--- src/rtl/mpfb_pkg.sv ---
`timescale 1ns / 1ps
// ----------------------------------------------------------------------------
// mpfb_pkg
// Shared types and constants of the page-organised framebuffer draw core.
// ----------------------------------------------------------------------------
package mpfb_pkg;

  // Field widths fixed by the command format
  localparam int COORD_W = 8;
  localparam int RIDX_W  = 9;
  // Pages never exceed eight, so the user must keep the screen at most 64 rows tall; the core does not enforce it
  localparam int PAGE_W  = 3;
  // Width for byte address arithmetic (largest store is 2048 bytes)
  localparam int CALC_W  = 12;
  // Command queue depth between front and back
  localparam int QUEUE_DEPTH = 4;
  localparam int CFG_IDX_W   = 3;

  // Command opcodes
  typedef enum logic [2:0] {
    OP_CLEAR        = 3'd0,
    OP_PIXEL        = 3'd1,
    OP_HLINE        = 3'd2,
    OP_VLINE        = 3'd3,
    OP_BLIT_RESTART = 3'd4,
    OP_BLIT_BYTE    = 3'd5,
    OP_READ         = 3'd6
  } opcode_t;

  // Configuration register indexes
  localparam logic [CFG_IDX_W-1:0] CFG_BLIT_LEFT   = 3'd0;
  localparam logic [CFG_IDX_W-1:0] CFG_BLIT_TOP    = 3'd1;
  localparam logic [CFG_IDX_W-1:0] CFG_BLIT_WIDTH  = 3'd2;
  localparam logic [CFG_IDX_W-1:0] CFG_BLIT_HEIGHT = 3'd3;

  // Work kinds handed from the front to the back
  typedef enum logic [2:0] {
    JOB_CLEAR,
    JOB_PIXEL,
    JOB_HLINE,
    JOB_VLINE,
    JOB_BLIT_RESTART,
    JOB_BLIT_BYTE,
    JOB_READ
  } job_kind_t;

  // One classified, pre-clipped command
  typedef struct packed {
    job_kind_t           kind;
    logic [COORD_W-1:0]  col_a;   // pixel / hline start / vline column
    logic [COORD_W-1:0]  col_b;   // hline last column
    logic [PAGE_W-1:0]   page_a;  // pixel / hline page, vline first page
    logic [PAGE_W-1:0]   page_b;  // vline last page
    logic [COORD_W-1:0]  y_lo;    // vline first row
    logic [COORD_W-1:0]  y_end;   // vline clipped end row (exclusive)
    logic [7:0]          mask;    // pixel / hline bit within the byte
    logic                val;
    logic [7:0]          src;
    logic [RIDX_W-1:0]   ridx;
    logic                rd_ok;
  } job_t;

  // Blit configuration
  typedef struct packed {
    logic [COORD_W-1:0] left;
    logic [COORD_W-1:0] top;
    logic [COORD_W-1:0] width;
    logic [COORD_W-1:0] height;
  } blit_cfg_t;

endpackage

--- src/rtl/mpfb_queue.sv ---
`timescale 1ns / 1ps
// ----------------------------------------------------------------------------
// mpfb_queue
// Short FIFO of work descriptors between the decode front and the draw
// engine, with the head visible before the pop.
// ----------------------------------------------------------------------------
module mpfb_queue
  import mpfb_pkg::*;
(
  input  logic clk,
  input  logic rst_n,
  input  logic push,
  input  job_t push_job,
  input  logic pop,
  output job_t head,
  output logic empty,
  output logic full
);

  localparam int PTR_W = $clog2(QUEUE_DEPTH);

  job_t             slot_r [QUEUE_DEPTH];
  logic [PTR_W-1:0] wr_ptr_r, rd_ptr_r;
  logic [PTR_W:0]   count_r;

  assign head  = slot_r[rd_ptr_r];
  assign empty = (count_r == '0);
  assign full  = (count_r == (PTR_W+1)'(QUEUE_DEPTH));

  // entry storage
  always_ff @(posedge clk) begin
    if (push) begin
      slot_r[wr_ptr_r] <= push_job;
    end
  end

  // pointers and fill level
  always_ff @(posedge clk) begin
    if (!rst_n) begin
      wr_ptr_r <= '0;
      rd_ptr_r <= '0;
      count_r  <= '0;
    end else begin
      if (push) begin
        wr_ptr_r <= wr_ptr_r + 1'b1;
      end
      if (pop) begin
        rd_ptr_r <= rd_ptr_r + 1'b1;
      end
      case ({push, pop})
        2'b10:   count_r <= count_r + 1'b1;
        2'b01:   count_r <= count_r - 1'b1;
        default: count_r <= count_r;
      endcase
    end
  end

endmodule

--- config.mk ---
export PLATFORM = sky130hd
export DESIGN_NAME = mpfb_queue
export DESIGN_NICKNAME = d
export VERILOG_FILES = /design/src/rtl/mpfb_pkg.sv /design/src/rtl/mpfb_queue.sv
export SDC_FILE = /design/constraint.sdc
export NUM_CORES = 1
export LEC_CHECK = 0
export BUFFER_PORTS_ARGS = -buffer_cell sky130_fd_sc_hd__buf_2
export CAP_MARGIN = 20
export CORE_ASPECT_RATIO = 0.8
export CORE_MARGIN = 1
export CORE_UTILIZATION = 40
export DETAILED_ROUTE_END_ITERATION = 16
export PLACE_DENSITY = 0.7
export SLEW_MARGIN = 15
export SYNTH_ARGS = -nofsm -noshare
export SYNTH_HDL_FRONTEND = slang
export SYNTH_SLANG_ARGS = --single-unit
--- constraint.sdc ---
create_clock -name clk -period 3.44 [get_ports clk]
set_clock_uncertainty 0.2 [all_clocks]
set_input_delay 0.344 -clock clk [delete_from_list [all_inputs] [get_ports clk]]
set_output_delay 0.344 -clock clk [all_outputs]
set_load 0.01 [all_outputs]
# Word-level counts from Yosys, hierarchy flattened
# Memories as Yosys holds them, arrays and structs flattened. A register that Yosys moved wholly into a read port is not among the register bits.
# Index checks and enable logic that the tools add are counted.
# W data, S select, Z words.
# totals
romBits,0
regBits,7
out_inout_bits,70
mem_count,1
wordCells,18
ram_bits,272
inputBits,72
latchBits,0
# memory_table
name,words,width,read_ports,rd_ports_with_merged_regs,write_ports,line_no,source
slot_r,4,68,1,1,1,mpfb_queue.sv:22,job_t slot_r [QUEUE_DEPTH];
# op_classes
n_addsub,4
n_mux,5
shifts,0
n_lt_le_gt_ge,0
n_div,0
mul,0
bitwise_logic,0
reduce_logical,2
eq_ne,3
# op_table
cell,count
$pmux W3 S2,1
$add A2 B1 Y2 const B,2
$mux W2,2
$add A3 B1 Y3 const B,1
$eq A3 B3 Y1 const B,1
$logic_not A3 Y1,1
$sub A3 B1 Y3 const B,1
$eq A2 B1 Y1 const B,1
$eq A2 B2 Y1 const B,1
$mux W1,2
$reduce_bool A2 Y1,1

# Longest topological paths before layout
# depth
depth_word,3
mapped_depth,7
depth_no_buf,7

# Least setup slack after synthesis
# OpenSTA, ideal clock, no wires.
# synth_path
path_kind,flip-flop to flip-flop
start,register wr_ptr_r[0]
end,memory slot_r[0][0] (netlist name) (enable)
period_less_slack_ns,2.769
arrival_ns,2.136
path_buffers,0
path_slack_ns,0.671
required_time_ns,2.807
stages_incl_launch_ff,4
setup_ns,0.433
cell_sequence,dfxtp_1 -> inv_1 -> ha_1 -> and2_1
# synth_rtl
item,line_no,source
"start, declared",mpfb_queue.sv:23,"logic [PTR_W-1:0] wr_ptr_r, rd_ptr_r;"
"start signal, assigned",mpfb_queue.sv:45,wr_ptr_r <= wr_ptr_r + 1'b1;
"end, declared",mpfb_queue.sv:22,
# No word-level cell before the write port.

==> flow_summary.ini <==
[status]
status = complete, no violations

[timing]
rsz0062_at_grt = false
finalSetupViolations = 0
fin_setup_tns_ns = 0
setup_ws_ns = 0.573
hold_viol = 0
slew_violations = 0
layout_worst_path_cycle_share = 0.834
fmax_ghz = 0.349
slew_headroom = 0.274
worstMarginPinSlew_ns = 1.09
final.min_clock_period_ns = 2.87

[final_layout]
fillers = 2018
nNetsFinal = 709
drive_above_1_share = 0.393
n_antenna_cell = 0
layout_common_cells = 272 x edfxtp_1, 141 x buf_2, 71 x dlygate4sd3_1
layout_commonest_cell = edfxtp_1
area_growth_pct = 25.6
final_cell_area_um2 = 12900

[synthesis]
syn_area_um2 = 10300
netlist_instances = 402
synth.avg_cell_area_um2 = 25.6
yosys_warnings = 0
synth_flop_cell = edfxtp_1
synth-seq-area-share = 0.812
ys_ff_latch = 281
ys_types = 22
synthArstFlopShare = 0
synth_edf_count = 272
synth_nets = 480

[cts]
cts_setup_buffers = 0
cts_inserted_buffers = 27
cts_tree = done
cts.sinks = 281
clockBufferDepth = 3
cts_root_buf = clkbuf_16
clkLatencyLatePin_ns = 0.53
ctsHtreeMaxLevel = 1
clk_pin_slew_ns = 0.06

[drt]
wire_per_inst_um = 19.9
antenna_left = 0
drc = 0
drt_iter0_drc = 232
vias = 4891
totalWireLength_um = 19400
viasPerCell = 5.01
drt_first_pass_iters = 4

[worst_hold_path]
hold_class = flip-flop to flip-flop
hold_path.startpoint = count_r[2]$_SDFFE_PN0P_

[placement]
port_buffers = 141
gp_congestion = 0.692
dpl_cell_area_um2 = 11300
place_worst_setup_slack_ns = 1.06
hpwlAfterDp_um = 10800

[power]
power_frac_comb = 0.098
internal_power_mw = 5.97
pwr_density_cell_nw_per_um2 = 589
p_sw_frac = 0.216
p_leak_nw = 4.38
peakVddDrop_mv = 0.370
p_sw_mw = 1.65
clockPowerShare = 0.376
seqPwrFrac = 0.527

[die]
die_area_um2 = 26400
die_y_um = 145
core_area_um2 = 25200
row_count = 52
io_pins = 142
start_util = 0.407
die_x_um = 181

[setup_path]
crit_arrival_ns = 2.32
start_kind = flip-flop
path_cells = buf_4, mux4_2, buf_2
r2r-start = wr_ptr_r[0]$_SDFFE_PN0P_
worst_path_max_delay_cell = dfxtp_4
critPathKind = flip-flop to primary output
path_buf_inv = 2
reg2reg_slack_ns = 1.30
end_kind = primary output
cp.depth = 3
worst_r2r_path_depth = 3
r2r-end = slot_r[0][50]$_DFFE_PP_
crit_path_max_incr_delay_ns = 0.63
cp_max_fo = 20
endpoint = head[56]
critical-path-top-delay-family = flip-flops
critPathRequiredTime_ns = 2.90

[global_route]
grt_antenna_before_repair = 0
grt_remaining_overflow = 0
grt_pass1_wl_um = 30000
grt_max_degree = 69
grt_use_total = 0.148
grt_pass1_vias = 5347

[flow_run]
max-cap-violations = 0
synth_stat cells (2+ instances only):
library cell / number / share of area
and2_1: 10 / 0.0061
buf_12: 3 / 0.0058
buf_2: 4 / 0.0019
buf_4: 4 / 0.0029
clkbuf_1: 4 / 0.0015
dfxtp_1: 9 / 0.018
edfxtp_1: 272 / 0.79
ha_1: 5 / 0.0061
inv_1: 6 / 0.0022
mux4_2: 68 / 0.15
nand2_1: 2 / 0.00073
o21ai_0: 2 / 0.00097
xnor2_1: 2 / 0.0017
xor2_1: 3 / 0.0026
cells by family after synthesis:
group,Yosys count,share of synthesized area
mux,69,0.150
xor+xnor,5,0.00426
flops,281,0.812
fa+ha+maj,6,0.00803
compound gates,3,0.00170
simple gates,16,0.00912
buf+inv,22,0.0154
metal layers:
| metal | GRT usage | part of all wire |
|---|---|---|
| met5 | 0 | 0 |
| met4 | 0.0364 | 0.022 |
| met3 | 0.0325 | 0.057 |
| met2 | 0.249 | 0.48 |
| met1 | 0.197 | 0.44 |
state kept, by name, indices dropped and copies added (netlist names), named ones only:
signal,count
wr_ptr_r,2
rd_ptr_r,2
slot_r,272
count_r,3
per-stage QoR:
step / utilization / cells / hold WS (ns) / total power [mW]
floorplan: - / 402 / 0.243 / 4.48
global placement: 0.448 / 853 / 0.283 / 4.74
detailed placement: 0.448 / 853 / 0.322 / 4.78
CTS: 0.510 / 974 / 0.331 / 7.70
global route: 0.512 / 976 / 0.350 / 7.87
finish: 0.512 / 976 / 0.320 / 7.62
layout make-up:
type,count,area (um^2),share of cell area
flip-flops and latches,281,8360,0.647
multi-input cells,99,1790,0.138
repair buffers,216,1490,0.115
clock buffers,32,694,0.0537
well taps,324,405,0.0314
clock inverters,18,164,0.0127
inverters,6,22.5,0.00174
what timing repair did:
action,CTS,global route
setup endpoints to repair,0,0
hold buffers,71,0
hold endpoints to repair,281,0
resized for setup,0,0
power by group through the flow:
stage	combinational, mW	sequential, mW	clock (mW)
after floorplan	0.447	4.03	0
after global placement	0.668	4.08	0
after detailed placement	0.685	4.09	0
after CTS	0.752	4.02	2.92
after global routing	0.798	4.03	3.04
final	0.743	4.01	2.86
how the worst min path moves through the flow:
| stage | end | cells after the start |
|---|---|---|
| 2_1_floorplan | slot_r[0][0]$_DFFE_PP_ | 0 |
| 3_3_place_gp | count_r[2]$_SDFFE_PN0P_ | 2 |
| 3_5_place_dp | count_r[2]$_SDFFE_PN0P_ | 2 |
| 4_1_cts | count_r[2]$_SDFFE_PN0P_ | 2 |
| 5_1_grt | slot_r[3][4]$_DFFE_PP_ | 2 |
| 6_report | count_r[2]$_SDFFE_PN0P_ | 2 |
worst register-to-register path: cells and delay by family (launching register included):
kind,cells,cell delay (ns)
fa+ha+maj,1,0.15
flops,1,0.35
buf+inv,1,0.11
simple gates,1,0.83
Power figures use the tool's default switching activity.
