## config.mk

```make
export PLATFORM = sky130hd
export DESIGN_NAME = mpfb_front
export DESIGN_NICKNAME = d
export VERILOG_FILES = /design/src/rtl/mpfb_pkg.sv /design/src/rtl/mpfb_front.sv
export SDC_FILE = /design/constraint.sdc
export NUM_CORES = 1
export LEC_CHECK = 0
export BUFFER_PORTS_ARGS = -buffer_cell sky130_fd_sc_hd__buf_2
export CELL_PAD_IN_SITES_DETAIL_PLACEMENT = 1
export CELL_PAD_IN_SITES_GLOBAL_PLACEMENT = 2
export CORE_ASPECT_RATIO = 0.75
export CORE_MARGIN = 2
export CORE_UTILIZATION = 13
export DETAILED_ROUTE_END_ITERATION = 8
export PLACE_DENSITY = 0.78
export SLEW_MARGIN = 30
export SYNTH_ARGS = -nofsm -noshare
export SYNTH_HDL_FRONTEND = slang
export SYNTH_SLANG_ARGS = --single-unit
```

## constraint.sdc

```tcl
create_clock -name vclk -period 2.3
set_input_delay 0.575 -clock vclk [all_inputs]
set_output_delay 0.575 -clock vclk [all_outputs]
set_load 0.03 [all_outputs]
```

## src/rtl/mpfb_pkg.sv

```systemverilog
`timescale 1ns / 1ps
// ----------------------------------------------------------------------------
// mpfb_pkg
// Shared types and constants of the page-organised framebuffer draw core.
// ----------------------------------------------------------------------------
package mpfb_pkg;

  // Field widths fixed by the command format
  localparam int COORD_W = 8;
  localparam int RIDX_W  = 9;
  // Pages never exceed eight, so the user must keep the screen at most 64 rows tall; the core does not enforce it
  localparam int PAGE_W  = 3;
  // Width for byte address arithmetic (largest store is 2048 bytes)
  localparam int CALC_W  = 12;
  // Command queue depth between front and back
  localparam int QUEUE_DEPTH = 4;
  localparam int CFG_IDX_W   = 3;

  // Command opcodes
  typedef enum logic [2:0] {
    OP_CLEAR        = 3'd0,
    OP_PIXEL        = 3'd1,
    OP_HLINE        = 3'd2,
    OP_VLINE        = 3'd3,
    OP_BLIT_RESTART = 3'd4,
    OP_BLIT_BYTE    = 3'd5,
    OP_READ         = 3'd6
  } opcode_t;

  // Configuration register indexes
  localparam logic [CFG_IDX_W-1:0] CFG_BLIT_LEFT   = 3'd0;
  localparam logic [CFG_IDX_W-1:0] CFG_BLIT_TOP    = 3'd1;
  localparam logic [CFG_IDX_W-1:0] CFG_BLIT_WIDTH  = 3'd2;
  localparam logic [CFG_IDX_W-1:0] CFG_BLIT_HEIGHT = 3'd3;

  // Work kinds handed from the front to the back
  typedef enum logic [2:0] {
    JOB_CLEAR,
    JOB_PIXEL,
    JOB_HLINE,
    JOB_VLINE,
    JOB_BLIT_RESTART,
    JOB_BLIT_BYTE,
    JOB_READ
  } job_kind_t;

  // One classified, pre-clipped command
  typedef struct packed {
    job_kind_t           kind;
    logic [COORD_W-1:0]  col_a;   // pixel / hline start / vline column
    logic [COORD_W-1:0]  col_b;   // hline last column
    logic [PAGE_W-1:0]   page_a;  // pixel / hline page, vline first page
    logic [PAGE_W-1:0]   page_b;  // vline last page
    logic [COORD_W-1:0]  y_lo;    // vline first row
    logic [COORD_W-1:0]  y_end;   // vline clipped end row (exclusive)
    logic [7:0]          mask;    // pixel / hline bit within the byte
    logic                val;
    logic [7:0]          src;
    logic [RIDX_W-1:0]   ridx;
    logic                rd_ok;
  } job_t;

  // Blit configuration
  typedef struct packed {
    logic [COORD_W-1:0] left;
    logic [COORD_W-1:0] top;
    logic [COORD_W-1:0] width;
    logic [COORD_W-1:0] height;
  } blit_cfg_t;

endpackage

```

## src/rtl/mpfb_front.sv

```systemverilog
`timescale 1ns / 1ps
// ----------------------------------------------------------------------------
// mpfb_front
// Command decode: classifies each transfer, clips it against the screen and
// pushes a work descriptor into the queue. Pixels and lines that touch
// nothing, and unused opcodes, are dropped here.
// ----------------------------------------------------------------------------
module mpfb_front
  import mpfb_pkg::*;
#(
  parameter int COLUMNS = 128,
  parameter int ROWS    = 32
) (
  input  logic               accept,
  input  logic [2:0]         opcode,
  input  logic [COORD_W-1:0] x_coord,
  input  logic [COORD_W-1:0] y_coord,
  input  logic [COORD_W-1:0] stop_coord,
  input  logic               pixel_value,
  input  logic [7:0]         source_byte,
  input  logic [RIDX_W-1:0]  read_index,
  output logic               push,
  output job_t               job
);

  localparam int STORE = COLUMNS * ROWS / 8;
  localparam logic [COORD_W:0] COLS_E = (COORD_W+1)'(COLUMNS);
  localparam logic [COORD_W:0] ROWS_E = (COORD_W+1)'(ROWS);

  logic               x_ok, y_ok, keep;
  logic [COORD_W:0]   h_stop, h_last, v_end, v_last;

  // clipping terms
  always_comb begin
    x_ok   = {1'b0, x_coord} < COLS_E;
    y_ok   = {1'b0, y_coord} < ROWS_E;
    h_stop = ({1'b0, stop_coord} > COLS_E) ? COLS_E : {1'b0, stop_coord};
    h_last = h_stop - 1'b1;
    v_end  = ({1'b0, stop_coord} > ROWS_E) ? ROWS_E : {1'b0, stop_coord};
    v_last = v_end - 1'b1;
  end

  // classification
  always_comb begin
    job        = '0;
    job.col_a  = x_coord;
    job.col_b  = h_last[COORD_W-1:0];
    job.page_a = y_coord[PAGE_W+2:3];
    job.page_b = v_last[PAGE_W+2:3];
    job.y_lo   = y_coord;
    job.y_end  = v_end[COORD_W-1:0];
    job.mask   = 8'b1 << y_coord[2:0];
    job.val    = pixel_value;
    job.src    = source_byte;
    job.ridx   = read_index;
    job.rd_ok  = CALC_W'(read_index) < CALC_W'(STORE);
    keep       = 1'b0;
    case (opcode_t'(opcode))
      OP_CLEAR: begin
        job.kind = JOB_CLEAR;
        keep     = 1'b1;
      end
      OP_PIXEL: begin
        job.kind = JOB_PIXEL;
        keep     = x_ok && y_ok;
      end
      OP_HLINE: begin
        job.kind = JOB_HLINE;
        keep     = x_ok && y_ok && (x_coord < stop_coord);
      end
      OP_VLINE: begin
        job.kind = JOB_VLINE;
        keep     = x_ok && y_ok && (y_coord < stop_coord);
      end
      OP_BLIT_RESTART: begin
        job.kind = JOB_BLIT_RESTART;
        keep     = 1'b1;
      end
      OP_BLIT_BYTE: begin
        job.kind = JOB_BLIT_BYTE;
        keep     = 1'b1;
      end
      OP_READ: begin
        job.kind = JOB_READ;
        keep     = 1'b1;
      end
      default: begin
        job.kind = JOB_CLEAR;
        keep     = 1'b0;
      end
    endcase
  end

  assign push = accept && keep;

endmodule

```

[Yosys cells after proc, flatten, opt, wreduce, memory -nomap -nowiden]
Cells that the tools add are included.
Word-level totals
  logic and storage cells: 25
  flip-flop bits (word level): 0
  bits of input ports: 46
  output and inout bits: 69
Cells by class
  mux-type cells: 4
  eq/ne operators: 6
  reductions and logical operators: 6
  shifts and indexed selects: 1
  $lt $le $gt $ge: 6
  add/subtract/negate cells: 2
Operators by type and width (count)
  3-bit one-hot mux with 6 select lines: 1
  8-bit < comparator: 2
  8-bit two-way mux: 2
  3-bit == test, second input constant: 3
  8-bit by 6-bit greater-than comparator with 1-bit output, second input constant: 1
  8-bit greater-than comparator, second input constant: 1
  8-bit by 6-bit < comparator with 1-bit output, second input constant: 1
  8-bit < comparator, second input constant: 1
  1-bit by 3-bit << shifter with 8-bit output, first input constant: 1
  8-bit by 1-bit subtractor with 8-bit output, second input constant: 1
  3-bit by 2-bit == test with 1-bit output, second input constant: 2
  6-bit by 1-bit subtractor with 6-bit output, second input constant: 1
  1-bit logical AND: 4
  1-bit one-hot mux with 4 select lines: 1
  4-bit OR reduction: 1
  3-bit by 1-bit == test with 1-bit output, second input constant: 1
  3-bit zero test: 1

[Logic depth before layout (Yosys ltp)]
Gate-level depths: netlist of run 1.
  depth in word-level cells: 5
  depth in mapped cells: 7

[Least setup slack after synthesis of run 1]
Ideal clock, no wire load.
  kind: input port to output port
  from: in stop_coord[7]
  to: out push
  path buffers: 0
  stages: 7
  data arrival time: 2.094 ns
  setup slack: -0.369 ns
  path through: clkinv_1 -> ha_1 -> o21ai_0 -> nor2_1 -> nor4b_1 -> o22ai_1 -> o221ai_1
On the way
  longest elaborated chain between the ends: 4
  elaborated cells on any way between the ends: 6
RTL lines
  start: declaration: line mpfb_front.sv:18  | input logic [COORD_W-1:0] stop_coord,
  8-bit < comparator (on tied branches): line mpfb_front.sv:73, mpfb_front.sv:69
  1-bit logical AND (on tied branches): line mpfb_front.sv:73, mpfb_front.sv:69
  1-bit one-hot mux with 4 select lines (*): line mpfb_front.sv:58  | case (opcode_t'(opcode))
  1-bit logical AND (*): line mpfb_front.sv:94  | assign push = accept && keep;
  end: declaration: line mpfb_front.sv:22  | output logic push,
Every way passes the cells marked *; elsewhere a longest branch is shown, timed or not.

[Worst setup path after layout of run 1]
  from: in opcode[2]
  to: out push
On the way
  longest elaborated chain between the ends: 4
  elaborated cells on any way between the ends: 10
RTL lines
  start: declaration: line mpfb_front.sv:15  | input logic [2:0] opcode,
  3-bit == test or 3-bit zero test (tied branches): line mpfb_front.sv:58
  4-bit OR reduction (no line)
  1-bit one-hot mux with 4 select lines (*): line mpfb_front.sv:58
  1-bit logical AND (*): line mpfb_front.sv:94
Marks and branches as above.

==> flow_summary.yaml, run 1 <==
status:
  status: "complete, but fails checks"
  violations: "setup timing"
drt:
  firstDrtPassIters: 4
  final_antenna_net_count: 0
  drc_errors: 0
  drt-total-wl_um: 3740
  vias_per_cell: 3.73
  vias: 1170
  drt_iter0_drc: 23
  wire_per_inst_um: 11.9
timing:
  min_period_ps: 2710
  fin_ws_ps: -414
  rsz0062_at_grt: "yes"
  setup_viol: 3
  report.final.slew_viol_count: 0
  fin_setup_tns_ps: -572
  hold_viol: 0
  fin_crit_sh: 1.18
  fmax_ghz: 0.368
cts:
  cts_hold_buf: 0
grt:
  grt_max_degree: 10
  grt_pass1_wl_um: 5870
  grtUsageTotal: 0.0856
  grt_overflow_total: 0
  antenna_found_initial: 0
  grt_pass1_vias: 1195
synth:
  netlist_area_um2: 971
  ys_seq_area_frac: 0
  synth_top_area_frac: 0.309
  synth_compound_area_frac: 0.148
  synthMuxAreaShare: 0
  synth_cell_types: 32
  synth_xor_area_frac: 0.0271
  yosys_warnings: 0
  avgSynthCellArea_um2: 6.84
  synth_simple_gate_area_frac: 0.262
  synthCells: 142
  yosys.area_share.adder: 0.204
  synth_top_family_by_area: "buffers and inverters"
  synth_area_leaders: "buf_4 (31%), ha_1 (19%), nand2_1 (5.0%), nor2_1 (4.3%), inv_1 (3.9%)"
  synth_area_leader_cell: "buf_4"
floorplanning:
  core_mm2: 0.00730
  fp.dieH_um: 78.8
  pin_count: 115
  die_w_um: 104
  die-area_mm2: 0.00818
  initial_core_util: 0.133
  rows: 27
power:
  ir_drop_mv: 0.0647
  leakagePower_uw: 0.000849
  power_density_mw_per_mm2: 223
cells_and_area:
  flops_and_latches: 0
  drive_above_1_share: 0.582
  regArea_um2: 0
  nClkBuffers: 0
  syn_to_final_growth_pct: 63.0
  n_antenna_cell: 0
  num-nets-final: 276
  utilization: 0.217
critical_path:
  start_kind: "input port"
  crit_type: "in2out"
  end_kind: "output port"
  crit_required_ps: 1730
  crit_fanout: 2
  worstPathArrival_ps: 2140
placement:
  place_ws_ps: -490
  io_buffer_count: 76
  detailed_place_hpwl_um: 3340
  globalplace.congestion: 0.734
job:
  drv_cap: 0
min_path:
  hold_path_class: "in2out"
-- kinds of logic (layout without fill, tap and decap cells) --
logic type	Yosys count	in the layout
other cells	2	3
simple gates	48	48
compound gates	22	22
fa+ha+maj	16	16
buf+inv	51	121
xor+xnor	3	3
-- worst paths after layout --
check | startpoint | end | slack (ps) | cells after the start
setup / recovery | opcode[2] | push | -410 | 7
hold / removal | source_byte[3] | job[13] | 1150 | 0
-- critical path, cell delays in order --
cell and delay, ps:
buf_6 90, or4_4 510, or3_4 360, nor4b_4 270, o21ai_2 90, o221ai_2 80, buf_6 160
-- cell usage after synthesis, types with 2 or more instances --
library cell and n:
and3b_1 2, ha_1 15, and3_1 2, nand2_1 13, o21ai_0 5, a211oi_1 2, o211ai_1 3, inv_1 10
xnor2_1 3, nor3b_1 5, nor3_1 4, conb_1 2, a21boi_0 2, nor2_1 11, nand3_1 4, a21oi_1 4
buf_4 40
-- cell type report --
class	count	area (µm²)
fillers	912	5710
multi-input cells	92	717
repair buffers	110	686
well taps	101	126
inverters	11	53.8
-- where the power goes --
group	switching [µW]	internal [µW]	leakage [µW]	total, µW
sequential	0	0	0	0
clock	0	0	0	0
combinational	211	142	0.000849	353
total	211	142	0.000849	353
-- metrics by stage --
step	instances	hold WS (ps)	instance area, µm²	total power, µW
global route	314	1150	1580	385
CTS	313	1150	1530	346
floorplan	143	1220	992	264
global placement	312	1150	1440	321
detailed placement	312	1150	1440	327
finish	314	1150	1580	353
-- repair_timing --
| action | in CTS | in global routing |
|---|---|---|
| pin swaps | 3 | 3 |
| gates resized for setup | 19 | 11 |
| buffers inserted | 1 | 1 |
| setup endpoints to repair | 4 | 3 |
-- metal layers --
layer | global-route usage | part of all wire | up-vias
met1 | 0.110 | 0.46 | 541
met4 | 0.00135 | 0 | 0
met5 | 0 | 0 | -
met2 | 0.158 | 0.49 | 42
met3 | 0.0164 | 0.054 | 0
li1 | - | - | 587
-- cells in the final DEF, fill, tap and decap left out, types with 2 or more instances in the layout --
cell,count
o21ai_0,5
o211ai_1,3
a21oi_1,4
and3_1,2
nand3_1,3
buf_4,35
nor3b_1,4
buf_6,4
nand2_4,2
nand2_1,11
buf_8,2
nor2_1,11
and3b_1,2
inv_1,10
buf_2,68
conb_1,3
ha_1,14
nor3_1,3
xnor2_1,2
a211oi_1,2
a21boi_0,2
No activity file was read; power rests on OpenSTA's default activity.
==> run 2, diff against run 1 <==
- ABC_AREA: unset -> 1
==> run 2 against run 1 <==
Effect of this change: the flow still finishes with violations (setup timing); maximum frequency rose by 16%; utilization increased by 3.2 points; sequential share of layout area did not move; area after synthesis up 8.1%; first-iteration DRC count down 35%; non-clock buffer count is 3 lower; total power is 27% higher; sequential cell count stayed put; final cell count up 12%; critical path type unchanged; largest cell class unchanged.
==> flow_summary.yaml, run 2 <==
status:
  status: "complete, but fails checks"
  violations: "setup timing"
drt:
  drt-total-wl_um: 4010
  wire_per_inst_um: 11.4
  drc_errors: 0
  drt_iter0_drc: 15
  firstDrtPassIters: 4
  wl_met1_um: 1820
  highest_layer: "met3"
  vias_per_cell: 3.60
  vias: 1265
  met2WireLength_um: 2020
  met3_length_um: 172
  final_antenna_net_count: 0
timing:
  fmax_ghz: 0.427
  hold_ws_ps: 1150
  report.final.slew_viol_count: 0
  fin_ws_ps: -40.6
  hold_viol: 0
  setup_viol: 1
  min_period_ps: 2340
  fin_crit_sh: 1.02
  rsz0062_at_grt: "yes"
power:
  ir_drop_mv: 0.116
  total_power_uw: 449
  power_density_mw_per_mm2: 230
  leakagePower_uw: 0.000973
floorplanning:
  initial_core_util: 0.134
  die_w_um: 108
  rows: 28
  pin_count: 115
  die-area_mm2: 0.00882
  core_mm2: 0.00785
  fp.dieH_um: 81.8
critical_path:
  end_kind: "output port"
  crit_type: "in2out"
  worstPathArrival_ps: 1770
  crit_path_cell_trace: "buf_2, inv_4, buf_4, nand3_2, nand2_4, buf_6, a21oi_4, nand2_4, xor2_4, buf_6"
  crit_fanout: 5
  start_kind: "input port"
  cp_slowest_stage_delay_ps: 180
  critPathSlowestCell: "a21oi_4"
  crit_required_ps: 1730
cells_and_area:
  nClkBuffers: 0
  final_cells: 351
  syn_to_final_growth_pct: 85.8
  drive_above_1_share: 0.646
  n_antenna_cell: 0
  most-common-layout-cells: "buf_2 (60), buf_4 (34), nand2_1 (24)"
  num-nets-final: 309
  regArea_um2: 0
  flops_and_latches: 0
  final_common_cell: "buf_2"
grt:
  antenna_found_initial: 0
  grt_overflow_total: 0
  grt_pass1_vias: 1221
  grtUsageTotal: 0.0833
  grt_pass1_wl_um: 5930
  grt_max_degree: 7
min_path:
  hold_path_class: "in2out"
  holdPathStages: 0
synth:
  netlist_area_mm2: 0.00105
  synth_top_area_frac: 0.286
  synth_xor_area_frac: 0.0250
  yosys_warnings: 0
  synth_simple_gate_area_frac: 0.336
  synth_compound_area_frac: 0.0739
  avgSynthCellArea_um2: 5.90
  ys_seq_area_frac: 0
  yosysMostFrequentCell: "buf_4"
  synthCells: 178
  synth_cell_types: 23
  synthTopCellsByCount: "buf_4 (40), nand2_1 (35), inv_1 (25), nor2_1 (22), ha_1 (15)"
  synth_top_family_by_area: "buffers and inverters"
  synth_area_leaders: "buf_4 (29%), ha_1 (18%), nand2_1 (13%), inv_1 (8.9%), nor2_1 (7.9%)"
  synthMuxAreaShare: 0
  yosys.area_share.adder: 0.179
  synth_area_leader_cell: "buf_4"
placement:
  io_buffer_count: 76
  globalplace.congestion: 0.697
  detailed_place_hpwl_um: 3410
  place_inst: 345
job:
  drv_cap: 0
cts:
  cts_hold_buf: 0
## run 2: changes by cell type in the layout (fill, tap and decap cells not counted), moves of 4 or more
cell | before | now
a21oi_2 | 0 | 4
buf_2 | 68 | 60
buf_6 | 4 | 8
ha_1 | 14 | 3
ha_4 | 1 | 12
inv_1 | 10 | 18
nand2_1 | 11 | 24
nand2_2 | 0 | 10
nor2_1 | 11 | 19
nor3_1 | 3 | 9
o21ai_0 | 5 | 1
## run 2: worst paths after layout
kind / startpoint / endpoint / slack (ps)
hold / removal: read_index[8] / job[9] / 1150
setup / recovery: stop_coord[6] / job[53] / -40
## run 2: kinds of logic after synthesis
logic type	after synthesis
xor+xnor	3
simple gates	79
buf+inv	66
compound gates	13
fa+ha+maj	15
other cells	2
## run 2: repair_timing
| item | in CTS | in global routing |
|---|---|---|
| resized for setup | 50 | 48 |
| buffers inserted | 3 | 3 |
| pin swaps | 19 | 24 |
| endpoints found under the setup margin | 12 | 10 |
## run 2: area by class of cell
class,count,area [µm²]
multi-input cells,113,951
well taps,105,131
fillers,985,5900
inverters,26,133
repair buffers,107,736
## run 2: metrics by stage
step                 util  setup slack, ps  cell area, µm²  TNS (ps)
floorplan               -            -78.8            1090      -155
global placement    0.191             -197            1500     -1200
detailed placement  0.191             -254            1500     -1480
CTS                 0.221            -64.6            1730      -212
global route        0.249             -157            1950      -434
finish              0.249            -40.6            1950     -40.6
## run 2: per-layer routing
layer | vias up | global-route usage
met3 | 0 | 0.00714
met2 | 39 | 0.162
met5 | - | 0
met4 | 0 | 0
li1 | 650 | -
met1 | 576 | 0.107
## run 2: where the power goes
part	switching, µW	internal (µW)	leakage (µW)	total, µW
combinational	262	187	0.000973	449
sequential	0	0	0	0
clock	0	0	0	0
## run 2: critical path: cells and delay by family
family / cells / cell delay [ps]
and+or+nand+nor: 3 / 250
buffers and inverters: 5 / 580
AOI/OAI and AO/OA: 1 / 180
xor gates and xnor gates: 1 / 180
==> run 3, diff against run 2 <==
- CORE_UTILIZATION: 13 -> 15
- PLACE_DENSITY: 0.78 -> 0.85
- clock period: 2.3 -> 2.39 ns (I/O delays scaled with it)
==> run 3 against run 2 <==
Effect of this change: the run now ends clean; combinational power is 10% lower; die area is 13% lower; final cell count is 6.8% lower; sequential cell count stayed put; routed wire length is 5.0% lower; final area is 7.1% lower; largest power group unchanged; sequential share of layout area stayed put; global-route usage is 1.5 points higher; critical path depth is 1 higher.
==> flow_summary.yaml, run 3 (synthesis gave the netlist of run 2 again) <==
min_path:
  hold_path_class: "in2out"
  hp-start: "source_byte[2]"
  whs_endpoint: "job[12]"
  holdPathStages: 0
floorplanning:
  initial_core_util: 0.154
  die_w_um: 101
  pin_count: 115
  core_mm2: 0.00680
  fp.dieH_um: 76.5
  rows: 26
  die-area_mm2: 0.00769
power:
  power_density_mw_per_mm2: 223
  leakagePower_uw: 0.000952
  total_power_uw: 404
  ir_drop_mv: 0.0818
status:
  status: "completed"
drt:
  wire_per_inst_um: 11.6
  drc_errors: 0
  drt-total-wl_um: 3810
  drt_iter0_drc: 17
  vias_per_cell: 3.92
  firstDrtPassIters: 4
  vias: 1281
  final_antenna_net_count: 0
critical_path:
  start_kind: "input port"
  critPathSlowestCell: "ha_4"
  crit_fanout: 4
  worstPathArrival_ps: 1780
  end_kind: "output port"
  cp_slowest_stage_delay_ps: 180
  crit_type: "in2out"
  crit_buf_inv: 2
  crit_required_ps: 1790
  crit_family: "simple AND/OR/NAND/NOR gates"
  cp_common_cell: "nand2_4"
  crit_path_cell_trace: "buf_8, nor2_4, nand2_4, nor2_4, nand3_2, nand2_4, nand2_4, ha_4, nand2_4, xor2_4, buf_6"
cells_and_area:
  fillers: 852
  num-nets-final: 306
  utilization: 0.266
  most-common-layout-cells: "buf_2 (62), nand2_1 (29), buf_4 (27)"
  flops_and_latches: 0
  n_antenna_cell: 0
  regArea_um2: 0
  final_cell_area_mm2: 0.00181
  final_common_cell: "buf_2"
  drive_above_1_share: 0.593
  nClkBuffers: 0
  syn_to_final_growth_pct: 72.6
grt:
  antenna_found_initial: 0
  grt_max_degree: 7
  grtUsageTotal: 0.0984
  grt_overflow_total: 0
  grt_pass1_vias: 1315
  grt_pass1_wl_um: 6350
placement:
  detailed_place_hpwl_um: 3240
  place_area_mm2: 0.00148
  globalplace.congestion: 0.694
  io_buffer_count: 76
  place_ws_ps: -216
timing:
  fin_ws_ps: 14.5
  min_period_ps: 2380
  hold_viol: 0
  fmax_ghz: 0.421
  report.final.slew_viol_count: 0
  setup_viol: 0
  fin_crit_sh: 0.994
  rsz0062_at_grt: "yes"
  fin_setup_tns_ps: 0
cts:
  cts_hold_buf: 0
job:
  drv_cap: 0
run 3: where the power goes:
part | internal [µW] | switching, µW | total [µW]
clock | 0 | 0 | 0
sequential | 0 | 0 | 0
combinational | 163 | 241 | 404
total | 163 | 241 | 404
run 3: cell type report:
cell class	instances	area [µm²]	area share
Tap cell	84	105	0.0580
Multi-Input combinational cell	113	882	0.487
Inverter	26	130	0.0718
Timing Repair Buffer	104	694	0.383
run 3: metal layers:
layer  global-route usage  wire, µm  part of all wire  up-vias
met4               0.0123        27            0.0071        0
met5                    0         0                 0        -
met1                0.131      1680              0.44      595
li1                     -         -                 -      648
met2                0.179      1950              0.51       36
met3              0.00367       150             0.039        2
run 3: worst max-delay path by stage:
stage	startpoint	end	slack, ps	cells after the start
2_1_floorplan	stop_coord[3]	job[53]	-30	9
5_1_grt	stop_coord[0]	job[53]	-70	11
6_report	stop_coord[0]	job[53]	10	11
4_1_cts	stop_coord[0]	job[53]	-20	11
3_3_place_gp	stop_coord[1]	push	-150	13
3_5_place_dp	stop_coord[3]	job[53]	-220	11
run 3: what timing repair did:
action | 4_1_cts | 5_1_grt
pin swaps | 20 | 15
buffers inserted | 2 | 1
setup endpoints to repair | 10 | 9
gates resized for setup | 55 | 21
run 3: metrics by stage:
stage               hold slack [ps]  std cells
finish                         1200        327
global route                   1200        327
CTS                            1200        326
detailed placement             1200        324
global placement               1200        324
floorplan                      1310        179
